`config.mk`:
```
export PLATFORM = sky130hd
export DESIGN_NAME = text_binary_classifier
export DESIGN_NICKNAME = d
export VERILOG_FILES = /design/src/tbc_pkg.sv /design/src/tbc_sample_tracker.sv /design/src/tbc_verdict.sv /design/src/text_binary_classifier.sv
export SDC_FILE = /design/constraint.sdc
export NUM_CORES = 1
export LEC_CHECK = 0
export BUFFER_PORTS_ARGS = -buffer_cell sky130_fd_sc_hd__clkbuf_2
export CORE_ASPECT_RATIO = 0.75
export CORE_UTILIZATION = 42
export CTS_CLUSTER_SIZE = 8
export DETAILED_ROUTE_END_ITERATION = 10
export PLACE_DENSITY = 0.68
export SLEW_MARGIN = 20
export SYNTH_ARGS = -nofsm -noshare
export SYNTH_HDL_FRONTEND = slang
export SYNTH_SLANG_ARGS = --single-unit
```
`constraint.sdc`:
```
create_clock -name clock -period 6.51 [get_ports clock]
set_input_delay 0.3255 -clock clock [delete_from_list [all_inputs] [get_ports clock]]
set_output_delay 0.3255 -clock clock [all_outputs]
set_load 0.01 [all_outputs]
```
`src/tbc_pkg.sv`:
```
`default_nettype none
package tbc_pkg;

   localparam int unsigned SAMPLE_MAX = 8192;
   localparam int unsigned CNT_W      = $clog2(SAMPLE_MAX + 1);
   localparam int unsigned MUL_W      = CNT_W + 8;
   localparam int unsigned FIELD_W    = 14;
   localparam int unsigned LIMIT_W    = 7;

   localparam logic [LIMIT_W-1:0] LIMIT_RESET = 7'd2;
   localparam logic [7:0]         PCT_SCALE   = 8'd100;

   localparam logic [7:0] CTRL_BOUND = 8'h20;
   localparam logic [7:0] CHAR_TAB   = 8'h09;
   localparam logic [7:0] CHAR_LF    = 8'h0A;
   localparam logic [7:0] CHAR_CR    = 8'h0D;
   localparam logic [7:0] HIGH_BIT   = 8'h80;
   localparam logic [7:0] MASK_2     = 8'hC0;
   localparam logic [7:0] MASK_3     = 8'hE0;
   localparam logic [7:0] MASK_4     = 8'hF0;
   localparam logic [7:0] MASK_5     = 8'hF8;
   localparam logic [7:0] LEAD_2     = 8'hC0;
   localparam logic [7:0] LEAD_3     = 8'hE0;
   localparam logic [7:0] LEAD_4     = 8'hF0;
   localparam logic [7:0] CONT_BITS  = 8'h80;

   typedef enum logic [1:0] {
      REASON_TEXT      = 2'd0,
      REASON_LOW_CTRL  = 2'd1,
      REASON_NULL_BYTE = 2'd2,
      REASON_HIGH_CTRL = 2'd3
   } reason_type;

   typedef struct packed {
      logic       has_byte;
      logic [7:0] data_byte;
      logic       last;
   } req_type;

   typedef struct packed {
      logic               is_binary;
      reason_type         verdict_reason;
      logic [FIELD_W-1:0] control_count;
      logic [FIELD_W-1:0] byte_count;
   } rsp_type;

   typedef struct packed {
      logic             null_seen;
      logic             utf8_failed;
      logic [CNT_W-1:0] ctrl_cnt;
      logic [CNT_W-1:0] byte_cnt;
   } snap_type;

endpackage
`default_nettype wire

```
`src/tbc_sample_tracker.sv`:
```
`default_nettype none
module tbc_sample_tracker (
   input  wire logic              clock,
   input  wire logic              reset,
   input  wire logic              in_valid,
   input  wire tbc_pkg::req_type  in_item,
   output logic                   in_ready,
   output logic                   snap_valid,
   output tbc_pkg::snap_type      snap,
   input  wire logic              snap_take
);

   logic                      null_ff, null_in;
   logic                      fail_ff, fail_in;
   logic [1:0]                cont_ff, cont_in;
   logic                      bad_ff, bad_in;
   logic [tbc_pkg::CNT_W-1:0] ctrl_ff, ctrl_in;
   logic [tbc_pkg::CNT_W-1:0] cnt_ff, cnt_in;
   logic                      snap_valid_ff, snap_valid_in;
   tbc_pkg::snap_type         snap_ff, snap_in;

   logic                      consume;
   logic                      take;
   logic [7:0]                b;
   logic                      u_null, u_fail, u_bad;
   logic [1:0]                u_cont;
   logic [tbc_pkg::CNT_W-1:0] u_ctrl, u_cnt;

   assign in_ready = !snap_valid_ff || snap_take || !in_item.last;
   assign consume  = in_valid && in_ready;
   assign b        = in_item.data_byte;
   assign take     = consume && in_item.has_byte
                     && (cnt_ff < tbc_pkg::CNT_W'(tbc_pkg::SAMPLE_MAX));

   always_comb begin
      u_null = null_ff;
      u_fail = fail_ff;
      u_cont = cont_ff;
      u_bad  = bad_ff;
      u_ctrl = ctrl_ff;
      u_cnt  = cnt_ff;
      if (take) begin
         u_cnt = cnt_ff + 1'b1;
         if (b == 8'h00) begin
            u_null = 1'b1;
         end
         if (b < tbc_pkg::CTRL_BOUND && b != tbc_pkg::CHAR_TAB
             && b != tbc_pkg::CHAR_LF && b != tbc_pkg::CHAR_CR) begin
            u_ctrl = ctrl_ff + 1'b1;
         end
         if (cont_ff != 2'd0) begin
            // close the sequence on its final continuation
            u_cont = cont_ff - 2'd1;
            u_bad  = bad_ff || ((b & tbc_pkg::MASK_2) != tbc_pkg::CONT_BITS);
            if (u_cont == 2'd0) begin
               u_fail = fail_ff || u_bad;
               u_bad  = 1'b0;
            end
         end else if ((b & tbc_pkg::HIGH_BIT) != 8'h00) begin
            if ((b & tbc_pkg::MASK_3) == tbc_pkg::LEAD_2) begin
               u_cont = 2'd1;
            end else if ((b & tbc_pkg::MASK_4) == tbc_pkg::LEAD_3) begin
               u_cont = 2'd2;
            end else if ((b & tbc_pkg::MASK_5) == tbc_pkg::LEAD_4) begin
               u_cont = 2'd3;
            end else begin
               u_fail = 1'b1;
            end
         end
      end
   end

   always_comb begin
      null_in = null_ff;
      fail_in = fail_ff;
      cont_in = cont_ff;
      bad_in  = bad_ff;
      ctrl_in = ctrl_ff;
      cnt_in  = cnt_ff;
      snap_in = snap_ff;
      snap_valid_in = snap_valid_ff && !snap_take;
      if (consume) begin
         if (in_item.last) begin
            // hand the finished sample on and start a fresh one
            snap_in.null_seen   = u_null;
            snap_in.utf8_failed = u_fail;
            snap_in.ctrl_cnt    = u_ctrl;
            snap_in.byte_cnt    = u_cnt;
            snap_valid_in = 1'b1;
            null_in = 1'b0;
            fail_in = 1'b0;
            cont_in = 2'd0;
            bad_in  = 1'b0;
            ctrl_in = '0;
            cnt_in  = '0;
         end else begin
            null_in = u_null;
            fail_in = u_fail;
            cont_in = u_cont;
            bad_in  = u_bad;
            ctrl_in = u_ctrl;
            cnt_in  = u_cnt;
         end
      end
   end

   always_ff @(posedge clock) begin
      if (reset) begin
         null_ff       <= 1'b0;
         fail_ff       <= 1'b0;
         cont_ff       <= 2'd0;
         bad_ff        <= 1'b0;
         ctrl_ff       <= '0;
         cnt_ff        <= '0;
         snap_valid_ff <= 1'b0;
      end else begin
         null_ff       <= null_in;
         fail_ff       <= fail_in;
         cont_ff       <= cont_in;
         bad_ff        <= bad_in;
         ctrl_ff       <= ctrl_in;
         cnt_ff        <= cnt_in;
         snap_valid_ff <= snap_valid_in;
      end
      snap_ff <= snap_in;
   end

   assign snap_valid = snap_valid_ff;
   assign snap       = snap_ff;

endmodule
`default_nettype wire

```
`src/tbc_verdict.sv`:
```
`default_nettype none
module tbc_verdict (
   input  wire logic                        clock,
   input  wire logic                        reset,
   input  wire logic                        snap_valid,
   input  wire tbc_pkg::snap_type           snap,
   output logic                             snap_take,
   input  wire logic [tbc_pkg::LIMIT_W-1:0] limit,
   output logic                             rsp_valid,
   input  wire logic                        rsp_ready,
   output tbc_pkg::rsp_type                 rsp_data
);

   logic                      rsp_valid_ff, rsp_valid_in;
   tbc_pkg::rsp_type          rsp_ff, rsp_in;
   logic [tbc_pkg::MUL_W-1:0] lhs, rhs;
   logic [7:0]                limit_p1;

   assign snap_take = snap_valid && (!rsp_valid_ff || rsp_ready);
   assign limit_p1  = 8'(limit) + 8'd1;
   assign lhs = tbc_pkg::MUL_W'(snap.ctrl_cnt) * tbc_pkg::MUL_W'(tbc_pkg::PCT_SCALE);
   assign rhs = tbc_pkg::MUL_W'(limit_p1) * tbc_pkg::MUL_W'(snap.byte_cnt);

   always_comb begin
      rsp_in = rsp_ff;
      rsp_valid_in = rsp_valid_ff && !rsp_ready;
      if (snap_take) begin
         rsp_valid_in = 1'b1;
         rsp_in.control_count = tbc_pkg::FIELD_W'(snap.ctrl_cnt);
         rsp_in.byte_count    = tbc_pkg::FIELD_W'(snap.byte_cnt);
         if (snap.byte_cnt == '0) begin
            rsp_in.is_binary      = 1'b0;
            rsp_in.verdict_reason = tbc_pkg::REASON_TEXT;
         end else if (snap.null_seen) begin
            rsp_in.is_binary      = 1'b1;
            rsp_in.verdict_reason = tbc_pkg::REASON_NULL_BYTE;
         end else if (!snap.utf8_failed) begin
            rsp_in.is_binary      = 1'b0;
            rsp_in.verdict_reason = tbc_pkg::REASON_TEXT;
         end else if (lhs >= rhs) begin
            rsp_in.is_binary      = 1'b1;
            rsp_in.verdict_reason = tbc_pkg::REASON_HIGH_CTRL;
         end else begin
            rsp_in.is_binary      = 1'b0;
            rsp_in.verdict_reason = tbc_pkg::REASON_LOW_CTRL;
         end
      end
   end

   always_ff @(posedge clock) begin
      if (reset) begin
         rsp_valid_ff <= 1'b0;
      end else begin
         rsp_valid_ff <= rsp_valid_in;
      end
      rsp_ff <= rsp_in;
   end

   assign rsp_valid = rsp_valid_ff;
   assign rsp_data  = rsp_ff;

endmodule
`default_nettype wire

```
`src/text_binary_classifier.sv`:
```
// A verdict passes the input register, the sample tracker snapshot and the verdict register after the last item.
// Throughput: one item per cycle; the input register, the sample tracker and the
// verdict register advance independently, so only a stalled result holds input.
// Reset (synchronous, active high) empties the pipeline, clears the sample state
// and sets the control percent limit to 2.
`default_nettype none
module text_binary_classifier (
   input  wire logic                        clock,
   input  wire logic                        reset,
   input  wire logic                        req_valid,
   output logic                             req_ready,
   input  wire tbc_pkg::req_type            req_data,
   output logic                             rsp_valid,
   input  wire logic                        rsp_ready,
   output tbc_pkg::rsp_type                 rsp_data,
   input  wire logic                        csr_wr_en,
   input  wire logic [tbc_pkg::LIMIT_W-1:0] csr_wr_data
);

   logic                        a_valid_ff, a_valid_in;
   tbc_pkg::req_type            a_data_ff, a_data_in;
   logic [tbc_pkg::LIMIT_W-1:0] limit_ff, limit_in;
   logic                        trk_ready;
   logic                        snap_valid;
   tbc_pkg::snap_type           snap;
   logic                        snap_take;
   logic                        req_xfer;

   assign req_ready  = !a_valid_ff || trk_ready;
   assign req_xfer   = req_valid && req_ready;
   assign a_valid_in = req_xfer || (a_valid_ff && !trk_ready);
   assign a_data_in  = req_xfer ? req_data : a_data_ff;
   assign limit_in   = csr_wr_en ? csr_wr_data : limit_ff;

   always_ff @(posedge clock) begin
      if (reset) begin
         a_valid_ff <= 1'b0;
         limit_ff   <= tbc_pkg::LIMIT_RESET;
      end else begin
         a_valid_ff <= a_valid_in;
         limit_ff   <= limit_in;
      end
      a_data_ff <= a_data_in;
   end

   tbc_sample_tracker u_tracker (
      .clock      (clock),
      .reset      (reset),
      .in_valid   (a_valid_ff),
      .in_item    (a_data_ff),
      .in_ready   (trk_ready),
      .snap_valid (snap_valid),
      .snap       (snap),
      .snap_take  (snap_take)
   );

   tbc_verdict u_verdict (
      .clock      (clock),
      .reset      (reset),
      .snap_valid (snap_valid),
      .snap       (snap),
      .snap_take  (snap_take),
      .limit      (limit_ff),
      .rsp_valid  (rsp_valid),
      .rsp_ready  (rsp_ready),
      .rsp_data   (rsp_data)
   );

   a_binary_matches_reason: assert property (@(posedge clock) disable iff (reset)
      rsp_valid |-> rsp_data.is_binary ==
         (rsp_data.verdict_reason == tbc_pkg::REASON_NULL_BYTE ||
          rsp_data.verdict_reason == tbc_pkg::REASON_HIGH_CTRL))
      else $error("is_binary disagrees with verdict_reason");

   a_ctrl_within_count: assert property (@(posedge clock) disable iff (reset)
      rsp_valid |-> rsp_data.control_count <= rsp_data.byte_count)
      else $error("control count exceeds byte count");

   a_empty_is_text: assert property (@(posedge clock) disable iff (reset)
      rsp_valid && rsp_data.byte_count == '0 |->
         rsp_data.verdict_reason == tbc_pkg::REASON_TEXT)
      else $error("empty sample not reported as text");

   a_snapshot_held: assert property (@(posedge clock) disable iff (reset)
      snap_valid && !snap_take |=> snap_valid && $stable(snap))
      else $error("finished sample dropped before verdict");

endmodule
`default_nettype wire

```
# ---- Word level (Yosys, flattened, before mapping)
# Cells that the tools add are included.
dict set report op_classes {
  n_addsub 4
  mul 2
  div_mod_pow 0
  magnitude_cmp 3
  eq_ne 7
  shifts 0
  n_mux 33
  bitwise 1
  reduce_logical 37
}
# op n
set ops {}
lappend ops {{two-way mux 14 bit} 5}
lappend ops {{adder 14 x 1 -> 14 bit, second input constant} 2}
lappend ops {{!= test 8 x 4 -> 1 bit, second input constant} 3}
lappend ops {{greater-or-equal comparator 21 x 22 -> 1 bit} 1}
lappend ops {{multiplier 8 x 14 -> 22 bit} 1}
lappend ops {{multiplier 14 x 5 -> 19 bit, second input constant} 1}
lappend ops {{two-way mux 1 bit} 18}
lappend ops {{zero test 14 bit} 1}
lappend ops {{less-than comparator 14 bit, second input constant} 1}
lappend ops {{two-way mux 2 bit} 7}
lappend ops {{logical AND 1 bit} 11}
lappend ops {{two-way mux 3 bit} 3}
lappend ops {{adder 7 x 1 -> 8 bit, second input constant} 1}
lappend ops {{zero test 8 bit} 1}
lappend ops {{less-than comparator 8 x 6 -> 1 bit, second input constant} 1}
lappend ops {{zero test 1 bit} 7}
lappend ops {{logical OR 1 bit} 7}
lappend ops {{nonzero test 2 bit} 3}
lappend ops {{== test 5 bit, second input constant} 1}
lappend ops {{nonzero test 5 bit} 1}
lappend ops {{== test 4 bit, second input constant} 1}
lappend ops {{AND reduction 4 bit} 1}
lappend ops {{== test 3 bit, second input constant} 1}
lappend ops {{AND reduction 3 bit} 1}
lappend ops {{other kinds (7)} 7}
dict set report word_totals {
  reg_bits 114
  latchBits 0
  ram_bits 0
  rom_bits 0
  mem_count 0
}

# ---- Logic depth before layout (Yosys ltp)
dict set report logic_depth {
  ltp_word 10
  ltp_mapped 27
  mapped_depth_nobuf 26
}

# ---- Hierarchy
# A second synthesis with hierarchy kept.
dict set report unflattened {
  cells_unflattened 1003
  area_unflattened_um2 9949.5
}
# module instances cells_each area_each_um2 seq_area_each_um2
set by_module_without_submodules {}
lappend by_module_without_submodules {tbc_verdict 1 667 6304.8 920.9}
lappend by_module_without_submodules {tbc_sample_tracker 1 298 3046.7 1581.5}
lappend by_module_without_submodules {text_binary_classifier 1 38 598.1 460.4}

# ---- Least setup slack after synthesis
# No wires, ideal clock.
dict set report synth_path {
  path_kind {reg2reg}
  start {register limit_ff[0] (netlist name)}
  end {register u_verdict.rsp_ff (netlist bit u_verdict.rsp_data[29]), data pin}
  setup_time_ns 0.257
  arrival_ns 6.124
  required_time_ns 6.253
  path_slack_ns 0.129
  stages_incl_launch_ff 27
  path_buffers 1
  path_cell_list {dfxtp_1 ha_1 nand2_1 nor2_1 xnor2_1 clkbuf_1 nor2b_1 fa_1 fa_1 fa_1 inv_1 fa_1 inv_1 ha_1 a21o_1 a31oi_1 o211ai_1 a31oi_1 nor4bb_1 a211oi_1 ha_1 a21o_1 a21oi_1 o21ai_0 nor3_1 a21oi_1 o2111a_1}
}
dict set report synth_via {
  elab_chain_cells 6
}
# item line_no
set synth_rtl {}
lappend synth_rtl {{start, declared} text_binary_classifier.sv:22} ;# logic [tbc_pkg::LIMIT_W-1:0] limit_ff, limit_in;
lappend synth_rtl {{start signal, assigned} text_binary_classifier.sv:38} ;# limit_ff <= tbc_pkg::LIMIT_RESET;
lappend synth_rtl {{start signal, assigned} text_binary_classifier.sv:41} ;# limit_ff <= limit_in;
lappend synth_rtl {{adder 7 x 1 -> 8 bit} tbc_verdict.sv:20} ;# assign limit_p1 = 8'(limit) + 8'd1;
lappend synth_rtl {{multiplier 8 x 14 -> 22 bit} tbc_verdict.sv:22} ;# assign rhs = tbc_pkg::MUL_W'(limit_p1) * tbc_pkg::MUL_W'(snap.byte_cnt);
lappend synth_rtl {{greater-or-equal comparator 21 x 22 -> 1 bit} tbc_verdict.sv:40} ;# end else if (lhs >= rhs) begin
lappend synth_rtl {{two-way mux 3 bit} tbc_verdict.sv:40}
lappend synth_rtl {{two-way mux 3 bit} tbc_verdict.sv:37} ;# end else if (!snap.utf8_failed) begin
lappend synth_rtl {{two-way mux 3 bit} tbc_verdict.sv:34} ;# end else if (snap.null_seen) begin
lappend synth_rtl {{end signal, assigned} tbc_verdict.sv:56} ;# rsp_ff <= rsp_in;
lappend synth_rtl {{end, declared} tbc_verdict.sv:15} ;# tbc_pkg::rsp_type rsp_ff, rsp_in;
# Every way passes these cells.
# A chain may end at the register's enable or synchronous reset.

# ---- Worst setup path in the final report
# Ends and elaborated chain as after synthesis.

==> qor.csv <==
stage,metric,value,unit
clocking,Root Driver,clkbuf_16,
yosys,Post-Syn Area,0.00999,sq mm
timing,Tcrit/Tclk final,0.955,
worst_setup_path,Critical Path Sink,u_verdict.rsp_data[29],
worst_setup_path,critical path required time,6.68,ns
worst_setup_path,critical path's slowest cell,fa_1,
global_routing,largest net degree at the start of global routing,40,
route,vias per inst,5.23,
worst_setup_path,Critical Path Fanout Max,8,
yosys,number of synthesized flops with an enable pin,70,
route,DR vias,7310,
timing,Max Slew Vio Count,0,
route,DRC Markers,0,
timing,Final setup viols,0,
yosys,top area cells in the synthesized netlist,"edfxtp_1, fa_1, ha_1, dfxtp_1, inv_1",
global_routing,global-route track usage on met1,0.243,
flow_run,max cap viols,0,
hold_path,hold path depth,1,
yosys,Synth top area share,0.210,
timing,Slew HR,0.528,
route,Total Routed Length,21400,um
clocking,CTS max path bufs,2,
worst_setup_path,FF-to-FF Start,limit_ff[0],
clocking,Skew-Pair Late Insertion Delay,0.42,ns
yosys,Seq cells post-synth,113,
floorplan,row count,48,
layout,Register Area,0.00298,sq mm
timing,"crit path setup slack, layout",0.291,ns
clocking,# clock sinks,113,
clocking,TritonCTS buffer count,17,
place,number of port buffers,54,
global_routing,met2 Track Usage GR,0.310,
floorplan,Starting Density,0.431,
route,DR WL/cell,15.3,um
place,Detail Placement HPWL,16200,um
worst_setup_path,critical path launch point,limit_ff[0],
yosys,Syn Nets,1227,
timing,post-layout min period,6.22,ns
place,Placer Congestion,0.825,
place,dpl cells,1359,
timing,Least-Margin Pin Slew,0.708,ns
yosys,post-synth top area cell,edfxtp_1,
floorplan,die span in x,180,um
worst_setup_path,CP startpoint kind,register,
route,Final ANT Viol Nets,0,
power_and_ir_drop,static leakage,0.00533,uW
layout,area delta synth->final,14.7,%
layout,ratio of cells with drive above 1 in the final layout,0.135,
global_routing,grt met3 use,0.0293,
layout,final instance area,0.0115,sq mm
yosys,Post-synth top flop,edfxtp_1,
global_routing,Total GRT Usage,0.183,
worst_setup_path,reg-to-reg endpoint,u_verdict.rsp_data[29],
clocking,"Reg clk slew, reported paths",0.06,ns
yosys,"Seq/Total Area, Yosys",0.297,
global_routing,vias in the first global route,7269,
worst_setup_path,R2R depth,27,
global_routing,initial antenna violation count,0,
yosys,count of cell types in the netlist,69,
layout,area of the multi-input gates,0.00648,sq mm
layout,Antenna Cells,0,
global_routing,most used routing layer,met2,
worst_setup_path,Setup crit end kind,register,
floorplan,Ports,55,
outcome,status,finished clean,
hold_path,worst min-delay path category,in2reg,
clocking,H-tree Lvls,4,
yosys,Yosys warnings,0,
route,TritonRoute pass-1 iters,5,
route,DR iter-0 viols,405,
timing,final hold violations,0,
timing,Fmax,0.161,GHz
yosys,Async SR Flop Fraction,0,
global_routing,total gr overflow,0,
global_routing,first-pass GRT wire length,35500,um
worst_setup_path,critical path class,reg2reg,
yosys,Syn Inst Count,1014,
clocking,TritonCTS clock tree,done,
place,dpl ws,-0.0321,ns
power_and_ir_drop,total power,2050,uW
power_and_ir_drop,maximum vdd drop,0.000196,V
layout,Fillers,2138,
timing,final setup skew,0.0116,ns
timing,setup TNS,0,ns
place,dpl cell area,0.0107,sq mm
worst_setup_path,Worst Path Arrival,6.38,ns
floorplan,die area,0.0244,sq mm
worst_setup_path,most common cell type on the critical path,fa_1,
layout,Final Net Count,1297,
worst_setup_path,R2R setup slack,0.29,ns
yosys,syn avg cell area,9.85,sq um
floorplan,Core Area,0.0232,sq mm
worst_setup_path,Max stage delay on crit path,0.54,ns
power_and_ir_drop,PwrDens,179,mW/mm^2
floorplan,Die Height,136,um
hold_path,launch point of the worst hold path,req_data[0],
layout,Finished Layout Cells,1397,
critical path: cells and delay by family, from the launching register on:
family,cells,cell delay [ns]
adder cells (fa/ha/maj),7,2.86
AO/OA/AOI/OAI,8,1.17
AND/OR/NAND/NOR,7,0.98
flip-flops,1,0.38
buffers and inverters,4,0.38
XOR/XNOR,1,0.14
layer usage:
layer / routed length [um] / vias up
met4: 316 / 0
met1: 10000 / 3562
met5: 0 / -
met2: 10100 / 140
met3: 930 / 23
li1: - / 3585
where the power goes:
group,switching [uW],leakage (uW),internal [uW]
clock,371,0.000286,542
combinational,197,0.00395,150
sequential,18.5,0.00109,771
total,587,0.00533,1460
Yosys cell counts (16+ instances only):
cell type,count
edfxtp_1,70
nand2_1,60
nor2_1,41
ha_1,110
clkbuf_1,22
nor2b_1,36
nand3_1,26
a21oi_1,51
xor2_1,20
fa_1,81
and2_1,52
xnor2_1,39
inv_1,150
nor3_1,16
nand2b_1,18
dfxtp_1,43
o21ai_0,35
per-stage QoR:
step | utilization | hold slack [ns]
detailed placement | 0.460 | 0.503
global placement | 0.460 | 0.492
global route | 0.494 | 0.0646
finish | 0.494 | 0.0789
CTS | 0.486 | 0.0690
floorplan | - | 0.424
kinds of logic after synthesis:
group                    after synthesis  synth area share
XOR/XNOR                              59            0.0517
flip-flops                           113             0.297
adder cells (fa/ha/maj)              191             0.300
AO/OA/AOI/OAI                        147            0.0941
buffers and inverters                178            0.0683
AND/OR/NAND/NOR                      318             0.181
multiplexers                           8           0.00814
cell type report:
type,count,area share
Multi-Input combinational cell,723,0.565
Sequential cell,113,0.260
Inverter,150,0.0491
Timing Repair Buffer,79,0.0416
Clock buffer,17,0.0371
Tap cell,300,0.0328
Clock inverter,15,0.0139
how the worst min path moves through the flow:
stage	slack (ns)	endpoint
finish	0.08	a_data_ff[0]
global route	0.06	a_data_ff[4]
CTS	0.07	a_data_ff[1]
detailed placement	0.50	u_tracker.cnt_ff[10]
global placement	0.49	u_tracker.ctrl_ff[12]
floorplan	0.42	a_data_ff[0]
sequential cells by signal, indices dropped and copies added, names as in the netlist:
register              cells
u_tracker.ctrl_ff        14
u_tracker.bad_ff          1
limit_ff                  7
a_valid_ff                1
u_verdict.rsp_data       30
u_verdict.rsp_valid       1
a_data_ff                10
u_tracker.snap           30
u_tracker.cnt_ff         14
u_tracker.snap_valid      1
u_tracker.null_ff         1
u_tracker.cont_ff         2
u_tracker.fail_ff         1
cells in the final DEF (no fill, tap or decap), types with 4 or more instances in the layout:
cell type / n
a32o_1: 4
a31oi_1: 8
mux2i_1: 7
nor2b_2: 4
xor2_1: 20
inv_6: 8
nand4_1: 11
o21ai_0: 33
ha_1: 106
clkbuf_16: 17
inv_1: 150
and3_1: 11
nor4_1: 7
a21o_1: 11
a21oi_1: 51
xnor2_1: 36
nand3_1: 24
nor2_1: 39
nand2_1: 59
buf_4: 21
clkbuf_2: 54
nand2b_1: 18
nor2b_1: 32
dfxtp_4: 4
dfxtp_1: 38
or3_1: 15
fa_1: 80
edfxtp_1: 70
ha_4: 4
a22oi_1: 5
and2_1: 51
nor3_1: 16
timing repair:
item | 4_1_cts | 5_1_grt
gates cloned | 0 | 0
hold buffers | 0 | 0
endpoints found under the setup margin | 1 | 1
pin swaps | 0 | 9
setup buffers | 0 | 6
resized for setup | 3 | 35
No activity file was read; power rests on OpenSTA's default activity.
